--- config.mk ---
export PLATFORM = sky130hd
export DESIGN_NAME = adaptive_rice_delta_dequant_decoder
export DESIGN_NICKNAME = d
export VERILOG_FILES = /design/src/rtl/core/ardd_pkg.sv /design/src/rtl/core/ardd_ctrl.sv /design/src/rtl/core/ardd_datapath.sv /design/src/rtl/core/adaptive_rice_delta_dequant_decoder.sv
export SDC_FILE = /design/constraint.sdc
export NUM_CORES = 1
export LEC_CHECK = 0
export CAP_MARGIN = 20
export CELL_PAD_IN_SITES_DETAIL_PLACEMENT = 1
export CELL_PAD_IN_SITES_GLOBAL_PLACEMENT = 1
export CORE_UTILIZATION = 56
export DETAILED_ROUTE_END_ITERATION = 12
export DONT_BUFFER_PORTS = 1
export HOLD_SLACK_MARGIN = 0.12
export PLACE_DENSITY = 0.89
export SETUP_SLACK_MARGIN = 0.02
export SYNTH_ARGS = -nofsm -noshare
export SYNTH_HDL_FRONTEND = slang
export SYNTH_SLANG_ARGS = --single-unit
--- constraint.sdc ---
create_clock -name clk -period 12.6 [get_ports clk]
set_clock_uncertainty 0.2 [all_clocks]
set_input_delay 1.26 -clock clk [delete_from_list [all_inputs] [get_ports clk]]
set_output_delay 1.26 -clock clk [all_outputs]
set_load 0.05 [all_outputs]
--- src/rtl/core/ardd_pkg.sv ---
package ardd_pkg;

  // Fixed point format of the Rice parameter estimate
  localparam int FRAC_BITS = 16;
  localparam int MAX_K = 31;
  localparam int K_W = 5;
  localparam int K_EST_W = K_W + FRAC_BITS;

  // Datapath widths
  localparam int BYTE_W = 8;
  localparam int BIT_CNT_W = 4;
  localparam int Q_W = 32;
  localparam int CNT_W = 32;
  localparam int SAMPLE_W = 16;
  localparam int LEN_W = 13;
  localparam int KEEP_W = 16;
  localparam int KP_W = K_EST_W + KEEP_W;
  localparam int ADAPT_SUM_W = FRAC_BITS + 23;
  localparam int DQ_SCALE_W = 23;
  localparam int DQ_PROD_W = SAMPLE_W + DQ_SCALE_W;
  localparam int DQ_SUM_W = DQ_PROD_W + 1;

  // Configuration port
  localparam int CFG_IDX_W = 2;
  localparam int CFG_DATA_W = 32;
  localparam logic [CFG_IDX_W-1:0] REG_SAMPLE_COUNT = 2'd0;
  localparam logic [CFG_IDX_W-1:0] REG_INITIAL_K = 2'd1;
  localparam logic [K_W-1:0] INITIAL_K_RESET = 5'd3;

  // Adaptation coefficients, Q16: 0.99 and 0.01 / 1.55
  localparam logic [KEEP_W-1:0] ADAPT_KEEP = 16'd64881;
  localparam logic [8:0] ADAPT_LEN = 9'd423;
  localparam logic [LEN_W-1:0] LEN_CLAMP = 13'd8191;

  // Dequantizer, Q16: scale 64.061577, offset 31.034184 plus rounding half
  localparam logic [DQ_SCALE_W-1:0] DQ_SCALE = 23'd4198340;
  localparam logic [21:0] DQ_ROUND = 22'd2066624;

  localparam logic [K_EST_W-1:0] K_EST_CAP = K_EST_W'(MAX_K) << FRAC_BITS;

  typedef enum logic [2:0] {
    ST_IDLE,
    ST_BIT,
    ST_CODE,
    ST_MUL,
    ST_DQ,
    ST_PUSH,
    ST_FLUSH
  } state_t;

  typedef struct packed {
    logic load_byte;
    logic bit_step;
    logic code_step;
    logic mul_step;
    logic dq_step;
    logic push_pend;
    logic flush_pend;
  } cmd_t;

  typedef struct packed {
    logic byte_done;
    logic count_reached;
    logic code_done;
    logic pend_valid;
    logic out_free;
  } status_t;

  function automatic logic [K_W-1:0] clamp_k(input logic [K_W-1:0] k);
    clamp_k = (32'(k) > MAX_K) ? K_W'(MAX_K) : k;
  endfunction

endpackage

--- src/rtl/core/ardd_ctrl.sv ---
module ardd_ctrl (
  input  logic              clk,
  input  logic              rst_n,
  input  logic              in_valid,
  input  ardd_pkg::status_t status,
  output ardd_pkg::cmd_t    cmd,
  output logic              in_stall
);

  ardd_pkg::state_t state_r;
  ardd_pkg::state_t state_nxt;

  always_ff @(posedge clk) begin
    if (!rst_n) begin
      state_r <= ardd_pkg::ST_IDLE;
    end else begin
      state_r <= state_nxt;
    end
  end

  always_comb begin
    state_nxt = state_r;
    case (state_r)
      ardd_pkg::ST_IDLE: begin
        if (in_valid) begin
          state_nxt = ardd_pkg::ST_BIT;
        end
      end
      ardd_pkg::ST_BIT: begin
        if (status.byte_done || status.count_reached) begin
          state_nxt = ardd_pkg::ST_FLUSH;
        end else if (status.code_done) begin
          state_nxt = ardd_pkg::ST_CODE;
        end
      end
      ardd_pkg::ST_CODE: state_nxt = ardd_pkg::ST_MUL;
      ardd_pkg::ST_MUL:  state_nxt = ardd_pkg::ST_DQ;
      ardd_pkg::ST_DQ:   state_nxt = ardd_pkg::ST_PUSH;
      ardd_pkg::ST_PUSH: begin
        if (!status.pend_valid || status.out_free) begin
          state_nxt = ardd_pkg::ST_BIT;
        end
      end
      ardd_pkg::ST_FLUSH: begin
        if (!status.pend_valid || status.out_free) begin
          state_nxt = ardd_pkg::ST_IDLE;
        end
      end
      default: state_nxt = ardd_pkg::ST_IDLE;
    endcase
  end

  always_comb begin
    cmd = '0;
    in_stall = 1'b1;
    case (state_r)
      ardd_pkg::ST_IDLE: begin
        in_stall = 1'b0;
        cmd.load_byte = in_valid;
      end
      ardd_pkg::ST_BIT: begin
        cmd.bit_step = !(status.byte_done || status.count_reached);
      end
      ardd_pkg::ST_CODE: cmd.code_step = 1'b1;
      ardd_pkg::ST_MUL:  cmd.mul_step = 1'b1;
      ardd_pkg::ST_DQ:   cmd.dq_step = 1'b1;
      ardd_pkg::ST_PUSH: begin
        cmd.push_pend = !status.pend_valid || status.out_free;
      end
      ardd_pkg::ST_FLUSH: begin
        cmd.flush_pend = status.pend_valid && status.out_free;
      end
      default: cmd = '0;
    endcase
  end

endmodule

--- src/rtl/core/ardd_datapath.sv ---
module ardd_datapath (
  input  logic                             clk,
  input  logic                             rst_n,
  input  ardd_pkg::cmd_t                   cmd,
  output ardd_pkg::status_t                status,
  input  logic [ardd_pkg::BYTE_W-1:0]      in_byte,
  input  logic                             cfg_we,
  input  logic [ardd_pkg::CFG_IDX_W-1:0]   cfg_index,
  input  logic [ardd_pkg::CFG_DATA_W-1:0]  cfg_wdata,
  input  logic                             out_stall,
  output logic                             out_valid,
  output logic [ardd_pkg::SAMPLE_W-1:0]    out_sample,
  output logic                             out_last_in_run,
  output logic                             out_final_sample
);

  // Control state (reset)
  logic [ardd_pkg::K_EST_W-1:0]   k_est_r, k_est_nxt;
  logic [ardd_pkg::Q_W-1:0]       prev_q_r, prev_q_nxt;
  logic [ardd_pkg::Q_W-1:0]       zr_r, zr_nxt;
  logic                           in_rem_r, in_rem_nxt;
  logic [ardd_pkg::K_W-1:0]       rbd_r, rbd_nxt;
  logic [ardd_pkg::Q_W-1:0]       rv_r, rv_nxt;
  logic [ardd_pkg::CNT_W-1:0]     done_cnt_r, done_cnt_nxt;
  logic [ardd_pkg::CNT_W-1:0]     sample_count_r, sample_count_nxt;
  logic [ardd_pkg::BIT_CNT_W-1:0] bit_cnt_r, bit_cnt_nxt;
  logic                           pend_valid_r, pend_valid_nxt;
  logic                           out_valid_r, out_valid_nxt;

  // Payload
  logic [ardd_pkg::BYTE_W-1:0]      byte_r, byte_nxt;
  logic [ardd_pkg::K_W-1:0]         k_code_r, k_code_nxt;
  logic [ardd_pkg::LEN_W-1:0]       len_r, len_nxt;
  logic [ardd_pkg::KP_W-1:0]        kp_r, kp_nxt;
  logic [ardd_pkg::DQ_PROD_W-1:0]   dq_prod_r, dq_prod_nxt;
  logic [ardd_pkg::SAMPLE_W-1:0]    res_sample_r, res_sample_nxt;
  logic                             res_final_r, res_final_nxt;
  logic [ardd_pkg::SAMPLE_W-1:0]    pend_sample_r, pend_sample_nxt;
  logic                             pend_final_r, pend_final_nxt;
  logic [ardd_pkg::SAMPLE_W-1:0]    out_sample_r, out_sample_nxt;
  logic                             out_last_r, out_last_nxt;
  logic                             out_final_r, out_final_nxt;

  logic [ardd_pkg::K_W-1:0]         k_cur;
  logic                             bit_in;
  logic [ardd_pkg::K_W-1:0]         rbd_inc;
  logic                             code_done;
  logic [ardd_pkg::Q_W-1:0]         rem_mask;
  logic [ardd_pkg::Q_W-1:0]         uval;
  logic [ardd_pkg::Q_W-1:0]         resid;
  logic [ardd_pkg::LEN_W:0]         len_sum;
  logic [ardd_pkg::ADAPT_SUM_W-1:0] adapt_sum;
  logic [ardd_pkg::ADAPT_SUM_W-1:0] est;
  logic [ardd_pkg::SAMPLE_W-1:0]    dq_mag;
  logic [ardd_pkg::DQ_SUM_W-1:0]    dq_sum;
  logic [ardd_pkg::SAMPLE_W-1:0]    dq_r16;
  logic                             out_free;

  assign k_cur = ardd_pkg::clamp_k(k_est_r[ardd_pkg::K_EST_W-1:ardd_pkg::FRAC_BITS]);
  assign bit_in = byte_r[0];
  assign rbd_inc = rbd_r + 1'b1;
  assign out_free = !out_valid_r || !out_stall;

  always_comb begin
    if (!in_rem_r) begin
      code_done = bit_in && (k_cur == '0);
    end else begin
      code_done = (rbd_inc >= k_cur) || (rbd_inc == '0);
    end
  end

  // Code value, residual and code length
  assign rem_mask = ~({ardd_pkg::Q_W{1'b1}} << k_code_r);
  assign uval = (zr_r << k_code_r) | (rv_r & rem_mask);
  assign resid = uval[0] ? ~(uval >> 1) : (uval >> 1);
  assign len_sum = (ardd_pkg::LEN_W + 1)'(zr_r[ardd_pkg::LEN_W-1:0]) + 1'b1
                   + (ardd_pkg::LEN_W + 1)'(k_code_r);

  // Estimate update: (k_est * keep + (len * 423) << FRAC) >> 16, saturated
  assign adapt_sum = ardd_pkg::ADAPT_SUM_W'(kp_r)
                   + ((ardd_pkg::ADAPT_SUM_W'(len_r) * ardd_pkg::ADAPT_SUM_W'(ardd_pkg::ADAPT_LEN))
                      << ardd_pkg::FRAC_BITS);
  assign est = adapt_sum >> 16;

  // Dequantizer: fold negative codes onto their one's complement magnitude
  assign dq_mag = prev_q_r[ardd_pkg::SAMPLE_W-1] ? ~prev_q_r[ardd_pkg::SAMPLE_W-1:0]
                                                 : prev_q_r[ardd_pkg::SAMPLE_W-1:0];
  assign dq_sum = ardd_pkg::DQ_SUM_W'(dq_prod_r) + ardd_pkg::DQ_SUM_W'(ardd_pkg::DQ_ROUND);
  assign dq_r16 = dq_sum[16 +: ardd_pkg::SAMPLE_W];

  always_comb begin
    k_est_nxt = k_est_r;
    prev_q_nxt = prev_q_r;
    zr_nxt = zr_r;
    in_rem_nxt = in_rem_r;
    rbd_nxt = rbd_r;
    rv_nxt = rv_r;
    done_cnt_nxt = done_cnt_r;
    sample_count_nxt = sample_count_r;
    bit_cnt_nxt = bit_cnt_r;
    pend_valid_nxt = pend_valid_r;
    byte_nxt = byte_r;
    k_code_nxt = k_code_r;
    len_nxt = len_r;
    kp_nxt = kp_r;
    dq_prod_nxt = dq_prod_r;
    res_sample_nxt = res_sample_r;
    res_final_nxt = res_final_r;
    pend_sample_nxt = pend_sample_r;
    pend_final_nxt = pend_final_r;
    out_sample_nxt = out_sample_r;
    out_last_nxt = out_last_r;
    out_final_nxt = out_final_r;
    out_valid_nxt = out_valid_r && out_stall;

    if (cmd.load_byte) begin
      byte_nxt = in_byte;
      bit_cnt_nxt = '0;
    end

    // One stream bit per step
    if (cmd.bit_step) begin
      byte_nxt = byte_r >> 1;
      bit_cnt_nxt = bit_cnt_r + 1'b1;
      k_code_nxt = k_cur;
      if (!in_rem_r) begin
        if (!bit_in) begin
          if (zr_r != {ardd_pkg::Q_W{1'b1}}) begin
            zr_nxt = zr_r + 1'b1;
          end
        end else if (k_cur != '0) begin
          in_rem_nxt = 1'b1;
          rbd_nxt = '0;
          rv_nxt = '0;
        end
      end else begin
        rv_nxt = rv_r | (ardd_pkg::Q_W'(bit_in) << rbd_r);
        rbd_nxt = rbd_inc;
      end
    end

    // Close the code: accumulate residual, start adaptation product
    if (cmd.code_step) begin
      prev_q_nxt = prev_q_r + resid;
      if ((zr_r[ardd_pkg::Q_W-1:ardd_pkg::LEN_W] != '0)
          || (len_sum > (ardd_pkg::LEN_W + 1)'(ardd_pkg::LEN_CLAMP))) begin
        len_nxt = ardd_pkg::LEN_CLAMP;
      end else begin
        len_nxt = len_sum[ardd_pkg::LEN_W-1:0];
      end
      kp_nxt = ardd_pkg::KP_W'(k_est_r) * ardd_pkg::KP_W'(ardd_pkg::ADAPT_KEEP);
      zr_nxt = '0;
      in_rem_nxt = 1'b0;
      rbd_nxt = '0;
      rv_nxt = '0;
      done_cnt_nxt = done_cnt_r + 1'b1;
    end

    if (cmd.mul_step) begin
      dq_prod_nxt = ardd_pkg::DQ_PROD_W'(dq_mag) * ardd_pkg::DQ_PROD_W'(ardd_pkg::DQ_SCALE);
      if (est > ardd_pkg::ADAPT_SUM_W'(ardd_pkg::K_EST_CAP)) begin
        k_est_nxt = ardd_pkg::K_EST_CAP;
      end else begin
        k_est_nxt = est[ardd_pkg::K_EST_W-1:0];
      end
    end

    if (cmd.dq_step) begin
      res_sample_nxt = prev_q_r[ardd_pkg::SAMPLE_W-1] ? ~dq_r16 : dq_r16;
      res_final_nxt = (done_cnt_r == sample_count_r);
    end

    // Hold newest result back until we know whether it ends the byte
    if (cmd.push_pend) begin
      if (pend_valid_r) begin
        out_valid_nxt = 1'b1;
        out_sample_nxt = pend_sample_r;
        out_last_nxt = 1'b0;
        out_final_nxt = pend_final_r;
      end
      pend_valid_nxt = 1'b1;
      pend_sample_nxt = res_sample_r;
      pend_final_nxt = res_final_r;
    end

    if (cmd.flush_pend) begin
      out_valid_nxt = 1'b1;
      out_sample_nxt = pend_sample_r;
      out_last_nxt = 1'b1;
      out_final_nxt = pend_final_r;
      pend_valid_nxt = 1'b0;
    end

    if (cfg_we) begin
      case (cfg_index)
        ardd_pkg::REG_SAMPLE_COUNT: begin
          sample_count_nxt = cfg_wdata[ardd_pkg::CNT_W-1:0];
        end
        ardd_pkg::REG_INITIAL_K: begin
          k_est_nxt = ardd_pkg::K_EST_W'(ardd_pkg::clamp_k(cfg_wdata[ardd_pkg::K_W-1:0]))
                      << ardd_pkg::FRAC_BITS;
        end
        default: ;
      endcase
    end
  end

  always_ff @(posedge clk) begin
    if (!rst_n) begin
      k_est_r <= ardd_pkg::K_EST_W'(ardd_pkg::clamp_k(ardd_pkg::INITIAL_K_RESET))
                 << ardd_pkg::FRAC_BITS;
      prev_q_r <= '0;
      zr_r <= '0;
      in_rem_r <= 1'b0;
      rbd_r <= '0;
      rv_r <= '0;
      done_cnt_r <= '0;
      sample_count_r <= '0;
      bit_cnt_r <= '0;
      pend_valid_r <= 1'b0;
      out_valid_r <= 1'b0;
    end else begin
      k_est_r <= k_est_nxt;
      prev_q_r <= prev_q_nxt;
      zr_r <= zr_nxt;
      in_rem_r <= in_rem_nxt;
      rbd_r <= rbd_nxt;
      rv_r <= rv_nxt;
      done_cnt_r <= done_cnt_nxt;
      sample_count_r <= sample_count_nxt;
      bit_cnt_r <= bit_cnt_nxt;
      pend_valid_r <= pend_valid_nxt;
      out_valid_r <= out_valid_nxt;
    end
  end

  always_ff @(posedge clk) begin
    byte_r <= byte_nxt;
    k_code_r <= k_code_nxt;
    len_r <= len_nxt;
    kp_r <= kp_nxt;
    dq_prod_r <= dq_prod_nxt;
    res_sample_r <= res_sample_nxt;
    res_final_r <= res_final_nxt;
    pend_sample_r <= pend_sample_nxt;
    pend_final_r <= pend_final_nxt;
    out_sample_r <= out_sample_nxt;
    out_last_r <= out_last_nxt;
    out_final_r <= out_final_nxt;
  end

  assign status.byte_done = (bit_cnt_r == ardd_pkg::BIT_CNT_W'(ardd_pkg::BYTE_W));
  assign status.count_reached = (done_cnt_r >= sample_count_r);
  assign status.code_done = code_done;
  assign status.pend_valid = pend_valid_r;
  assign status.out_free = out_free;

  assign out_valid = out_valid_r;
  assign out_sample = out_sample_r;
  assign out_last_in_run = out_last_r;
  assign out_final_sample = out_final_r;

endmodule

--- src/rtl/core/adaptive_rice_delta_dequant_decoder.sv ---
// Adaptive Rice decoder with delta accumulation and dequantization. Each
// input transaction carries one byte of the compressed stream, consumed bit
// 0 first. A Rice code is a run of zeros, a one, then k remainder bits (LSB
// first); the zigzag residual is summed into a 32-bit quantized value whose
// low 16 bits are scaled by 64.061577 plus 31.034184 (mirrored for negative
// values) into a signed 16-bit sample. k adapts after every code from its
// length, in Q5.16. A byte produces zero to eight output transactions;
// last_in_run marks the last one of a byte and final_sample marks sample
// number sample_count, after which further bits are ignored.
// Timing: the bit loop walks one stream bit per cycle, pausing while a finished
// code passes the residual adder, the adaptation and dequantizer multipliers
// and the result hold stage in turn; the hold stage waits while the output
// side stalls. One byte is decoded at a time; the last result of a byte sits
// in the output register while the next byte is accepted.
// Configuration: cfg_ready is always high. Write only while no byte is in
// flight. Index 0 is sample_count, index 1 is initial_k (also reloads the
// k estimate); other indexes are ignored.
module adaptive_rice_delta_dequant_decoder (
  input  logic                                   clk,
  input  logic                                   rst_n,
  // compressed byte stream
  input  logic                                   in_valid,
  output logic                                   in_stall,
  input  logic [ardd_pkg::BYTE_W-1:0]            in_byte,
  // decoded samples
  output logic                                   out_valid,
  input  logic                                   out_stall,
  output logic signed [ardd_pkg::SAMPLE_W-1:0]   out_sample,
  output logic                                   out_last_in_run,
  output logic                                   out_final_sample,
  // register writes
  input  logic                                   cfg_valid,
  output logic                                   cfg_ready,
  input  logic [ardd_pkg::CFG_IDX_W-1:0]         cfg_index,
  input  logic [ardd_pkg::CFG_DATA_W-1:0]        cfg_wdata
);

  ardd_pkg::cmd_t    cmd;
  ardd_pkg::status_t status;
  logic [ardd_pkg::SAMPLE_W-1:0] sample_bits;

  // Register writes never stall
  assign cfg_ready = 1'b1;

  ardd_ctrl u_ctrl (
    .clk      (clk),
    .rst_n    (rst_n),
    .in_valid (in_valid),
    .status   (status),
    .cmd      (cmd),
    .in_stall (in_stall)
  );

  ardd_datapath u_datapath (
    .clk              (clk),
    .rst_n            (rst_n),
    .cmd              (cmd),
    .status           (status),
    .in_byte          (in_byte),
    .cfg_we           (cfg_valid && cfg_ready),
    .cfg_index        (cfg_index),
    .cfg_wdata        (cfg_wdata),
    .out_stall        (out_stall),
    .out_valid        (out_valid),
    .out_sample       (sample_bits),
    .out_last_in_run  (out_last_in_run),
    .out_final_sample (out_final_sample)
  );

  // Present the sample as two's complement
  assign out_sample = $signed(sample_bits);

endmodule

==> load_flow_metrics.sql <==
INSERT INTO impl_metrics (metric_group, metric, value, unit) VALUES
('yosys', 'synth_edf_count', '123', ''),
('clock_tree', 'cts-root-buf', 'sky130_fd_sc_hd__clkbuf_16', ''),
('detailed_routing', 'routed-via-count', '21227', ''),
('clock_tree', 'htreeDepth', '2', ''),
('layout', 'finish.net_count', '3403', ''),
('yosys', 'synth_sequential_area_ratio', '26.3', '%'),
('layout', 'syn_to_final_growth', '6.59', '%'),
('sta', 'finalSetupViolations', '0', ''),
('yosys', 'synth_warnings', '0', ''),
('grt', 'use_met3', '5.13', '%'),
('worst_setup_path', 'arrival', '8.05', 'ns'),
('layout', 'layoutNonFillerInstCount', '3389', ''),
('detailed_routing', 'drt-wirelength-per-cell', '24.5', 'um'),
('place', 'buffer_ports.inserted', '0', ''),
('worst_setup_path', 'worstSetupStartpointType', 'flop', ''),
('detailed_routing', 'drc_errors', '1', ''),
('sta', 'max_slew.worst_pin.slew', '1.03', 'ns'),
('sta', 'rsz0062_at_grt', 'no', ''),
('detailed_routing', 'firstDrtPassIters', '10', ''),
('clock_tree', 'post-cts-setup-buffers', '0', ''),
('yosys', 'syn-mean-instance-area', '9.56', 'sq um'),
('run_status', 'run_status', 'finished, violations left', ''),
('yosys', 'async_reset_ff_share', '0', '%'),
('clock_tree', 'cts-root-to-sink-buffers', '3', ''),
('die', 'design.die.area', '48600', 'sq um'),
('place', 'post-dp-hpwl', '60300', 'um'),
('grt', 'groute.layer.met2.usage', '62.5', '%'),
('power', 'vdd.ir_drop.worst', '0.267', 'mV'),
('grt', 'globalRouteMet1Util', '38.2', '%'),
('detailed_routing', 'route.final.wire_length', '83000', 'um'),
('detailed_routing', 'drt_iter0_drc', '1650', ''),
('die', 'effective_utilization_at_floorplan', '57.0', '%'),
('yosys', 'synth_cell_type_count', '83', ''),
('yosys', 'yosys-top-cells-area', 'sky130_fd_sc_hd__ha_1, sky130_fd_sc_hd__fa_1, sky130_fd_sc_hd__edfxtp_1', ''),
('clock_tree', 'tritoncts_clock_tree', 'done', ''),
('sta', 'final.min_clock_period', '7.94', 'ns'),
('layout', 'layout_commonest_cell', 'sky130_fd_sc_hd__inv_1', ''),
('layout', 'most-common-layout-cells', 'sky130_fd_sc_hd__inv_1, sky130_fd_sc_hd__ha_1, sky130_fd_sc_hd__nand2_1, sky130_fd_sc_hd__fa_1, sky130_fd_sc_hd__a21oi_1', ''),
('die', 'height_of_the_chip', '220', 'um'),
('place', 'gp_congestion', '0.922', ''),
('grt', 'grt_pass1_wl', '129000', 'um'),
('sta', 'fmax', '126', 'MHz'),
('yosys', 'synthesis.instances', '2796', ''),
('die', 'fp.dieW', '220', 'um'),
('grt', 'grt_max_degree', '66', ''),
('worst_setup_path', 'critical_path.max_stage_delay', '1.00', 'ns'),
('run_status', 'violations', 'DRC', ''),
('clock_tree', 'hold_buffers_post_cts', '0', ''),
('grt', 'antenna_found_initial', '1', ''),
('sta', 'finalCritPeriodShare', '63.0', '%'),
('power', 'powerDensity', '219', 'nW/um^2'),
('flow_run', 'cap_viol_max_count', '0', ''),
('layout', 'filler_cell_count', '5209', ''),
('detailed_routing', 'detail-route-antenna-nets', '0', ''),
('yosys', 'mappedNetlistNets', '3445', ''),
('sta', 'hold_violations', '0', ''),
('clock_tree', 'worstSkewPairLatency', '0.57', 'ns'),
('grt', 'grt_overflow_total', '0', ''),
('clock_tree', 'cts.sink_count', '290', ''),
('layout', 'post_route_cells_drive_above_1_share', '4.32', '%'),
('sta', 'report.final.slew_viol_count', '0', ''),
('detailed_routing', 'routed_via_density', '6.26', ''),
('sta', 'setup_tns', '0', 'ns'),
('yosys', 'synthDominantAreaCellType', 'sky130_fd_sc_hd__ha_1', ''),
('worst_setup_path', 'path_class', 'flop to flop', ''),
('place', 'dpl.cell_count', '3322', ''),
('worst_setup_path', 'critPathCaptureType', 'flop', ''),
('yosys', 'number_of_storage_elements_in_the_synthesis_netlist', '290', ''),
('grt', 'grt_busiest_layer', 'met2', ''),
('clock_tree', 'clk_transition_reported_paths', '0.06', 'ns'),
('sta', 'timing.slew.headroom', '30.9', '%');
## state kept, by name, summed over array words and instances (netlist names), 4 cells and up
signal,cells
u_datapath.prev_q_r,16
u_datapath.k_est_r,21
u_datapath.pend_sample_r,16
u_datapath.out_sample,16
u_datapath.bit_cnt_r,4
u_datapath.sample_count_r,32
u_datapath.dq_prod_r,26
u_datapath.zr_r,32
u_datapath.res_sample_r,16
u_datapath.byte_r,8
u_datapath.kp_r,21
u_datapath.k_code_r,5
u_datapath.done_cnt_r,32
u_datapath.rbd_r,5
u_datapath.rv_r,17
u_datapath.len_r,13
## area by class of cell
type / count / area, sq um / share of cell area (%)
inverter: 399 / 1500 / 5.26
clock inverter: 21 / 313 / 1.10
antenna: 2 / 5.00 / 0.0176
multi-input combinational: 2016 / 17800 / 62.6
sequential: 290 / 7040 / 24.7
clock buffer: 41 / 918 / 3.22
tap: 607 / 759 / 2.67
timing repair buffer: 13 / 118 / 0.413
## critical path: cells and delay by family (launching register included)
family / cells / cell delay, ns
adder cells (fa/ha/maj): 7 / 2.86
flip-flops: 1 / 1.00
AND/OR/NAND/NOR: 1 / 0.44
XOR/XNOR: 2 / 0.79
AO/OA/AOI/OAI: 6 / 1.90
buffers and inverters: 4 / 0.46
## logic make-up after synthesis
| family | share of synthesized area [%] |
|---|---|
| AND/OR/NAND/NOR | 12.3 |
| adder cells (fa/ha/maj) | 34.2 |
| AO/OA/AOI/OAI | 12.5 |
| buffers and inverters | 6.97 |
| flip-flops | 26.3 |
| XOR/XNOR | 6.00 |
| multiplexers | 1.69 |
| other | 0.0140 |
## through the flow
step / cell area, sq um / power, uW
2_1_floorplan: 26700 / 3990
3_3_place_gp: 27200 / 4650
3_5_place_dp: 27200 / 4910
4_1_cts: 28400 / 6170
5_1_grt: 28500 / 6640
6_report: 28500 / 6240
## synthesized netlist by cell type, drive strengths merged, types with 23 or more instances
cell type / count
a21o: 53
a21oi: 169
a31oi: 26
and3: 23
clkbuf: 71
dfxtp: 167
edfxtp: 123
fa: 215
ha: 387
inv: 399
mux2i: 26
nand2: 247
nand3: 58
nand4: 31
nor2: 133
nor3: 32
nor4: 33
o21ai: 92
o31ai: 27
or3: 37
xnor2: 94
xor2: 89
## where the power goes
part	internal, uW	total, uW	switching (uW)
logic	1520	3930	2410
registers	1110	1210	94.6
clock network	653	1100	448
## metal layers
metal	up-vias	wire length [um]
met5	-	0
met1	10672	31500
li1	9508	-
met4	0	5370
met3	296	3950
met2	751	42200
## final timing paths
| kind | end | cells after the start | startpoint | slack (ns) |
|---|---|---|---|---|
| setup / recovery | u_datapath.dq_prod_r[30]$_DFFE_PP_ | 20 | u_datapath.prev_q_r[15]$_SDFFE_PN0P_ | 4.66 |
| hold / removal | u_datapath.pend_sample_r[8]$_DFFE_PP_ | 0 | u_datapath.res_sample_r[8]$_DFFE_PP_ | 0.22 |
| setup reg to reg | u_datapath.dq_prod_r[30]$_DFFE_PP_ | 20 | u_datapath.prev_q_r[15]$_SDFFE_PN0P_ | 4.66 |
| hold reg to reg | u_datapath.pend_sample_r[8]$_DFFE_PP_ | 0 | u_datapath.res_sample_r[8]$_DFFE_PP_ | 0.22 |
No activity file was read; power rests on OpenSTA's default activity.
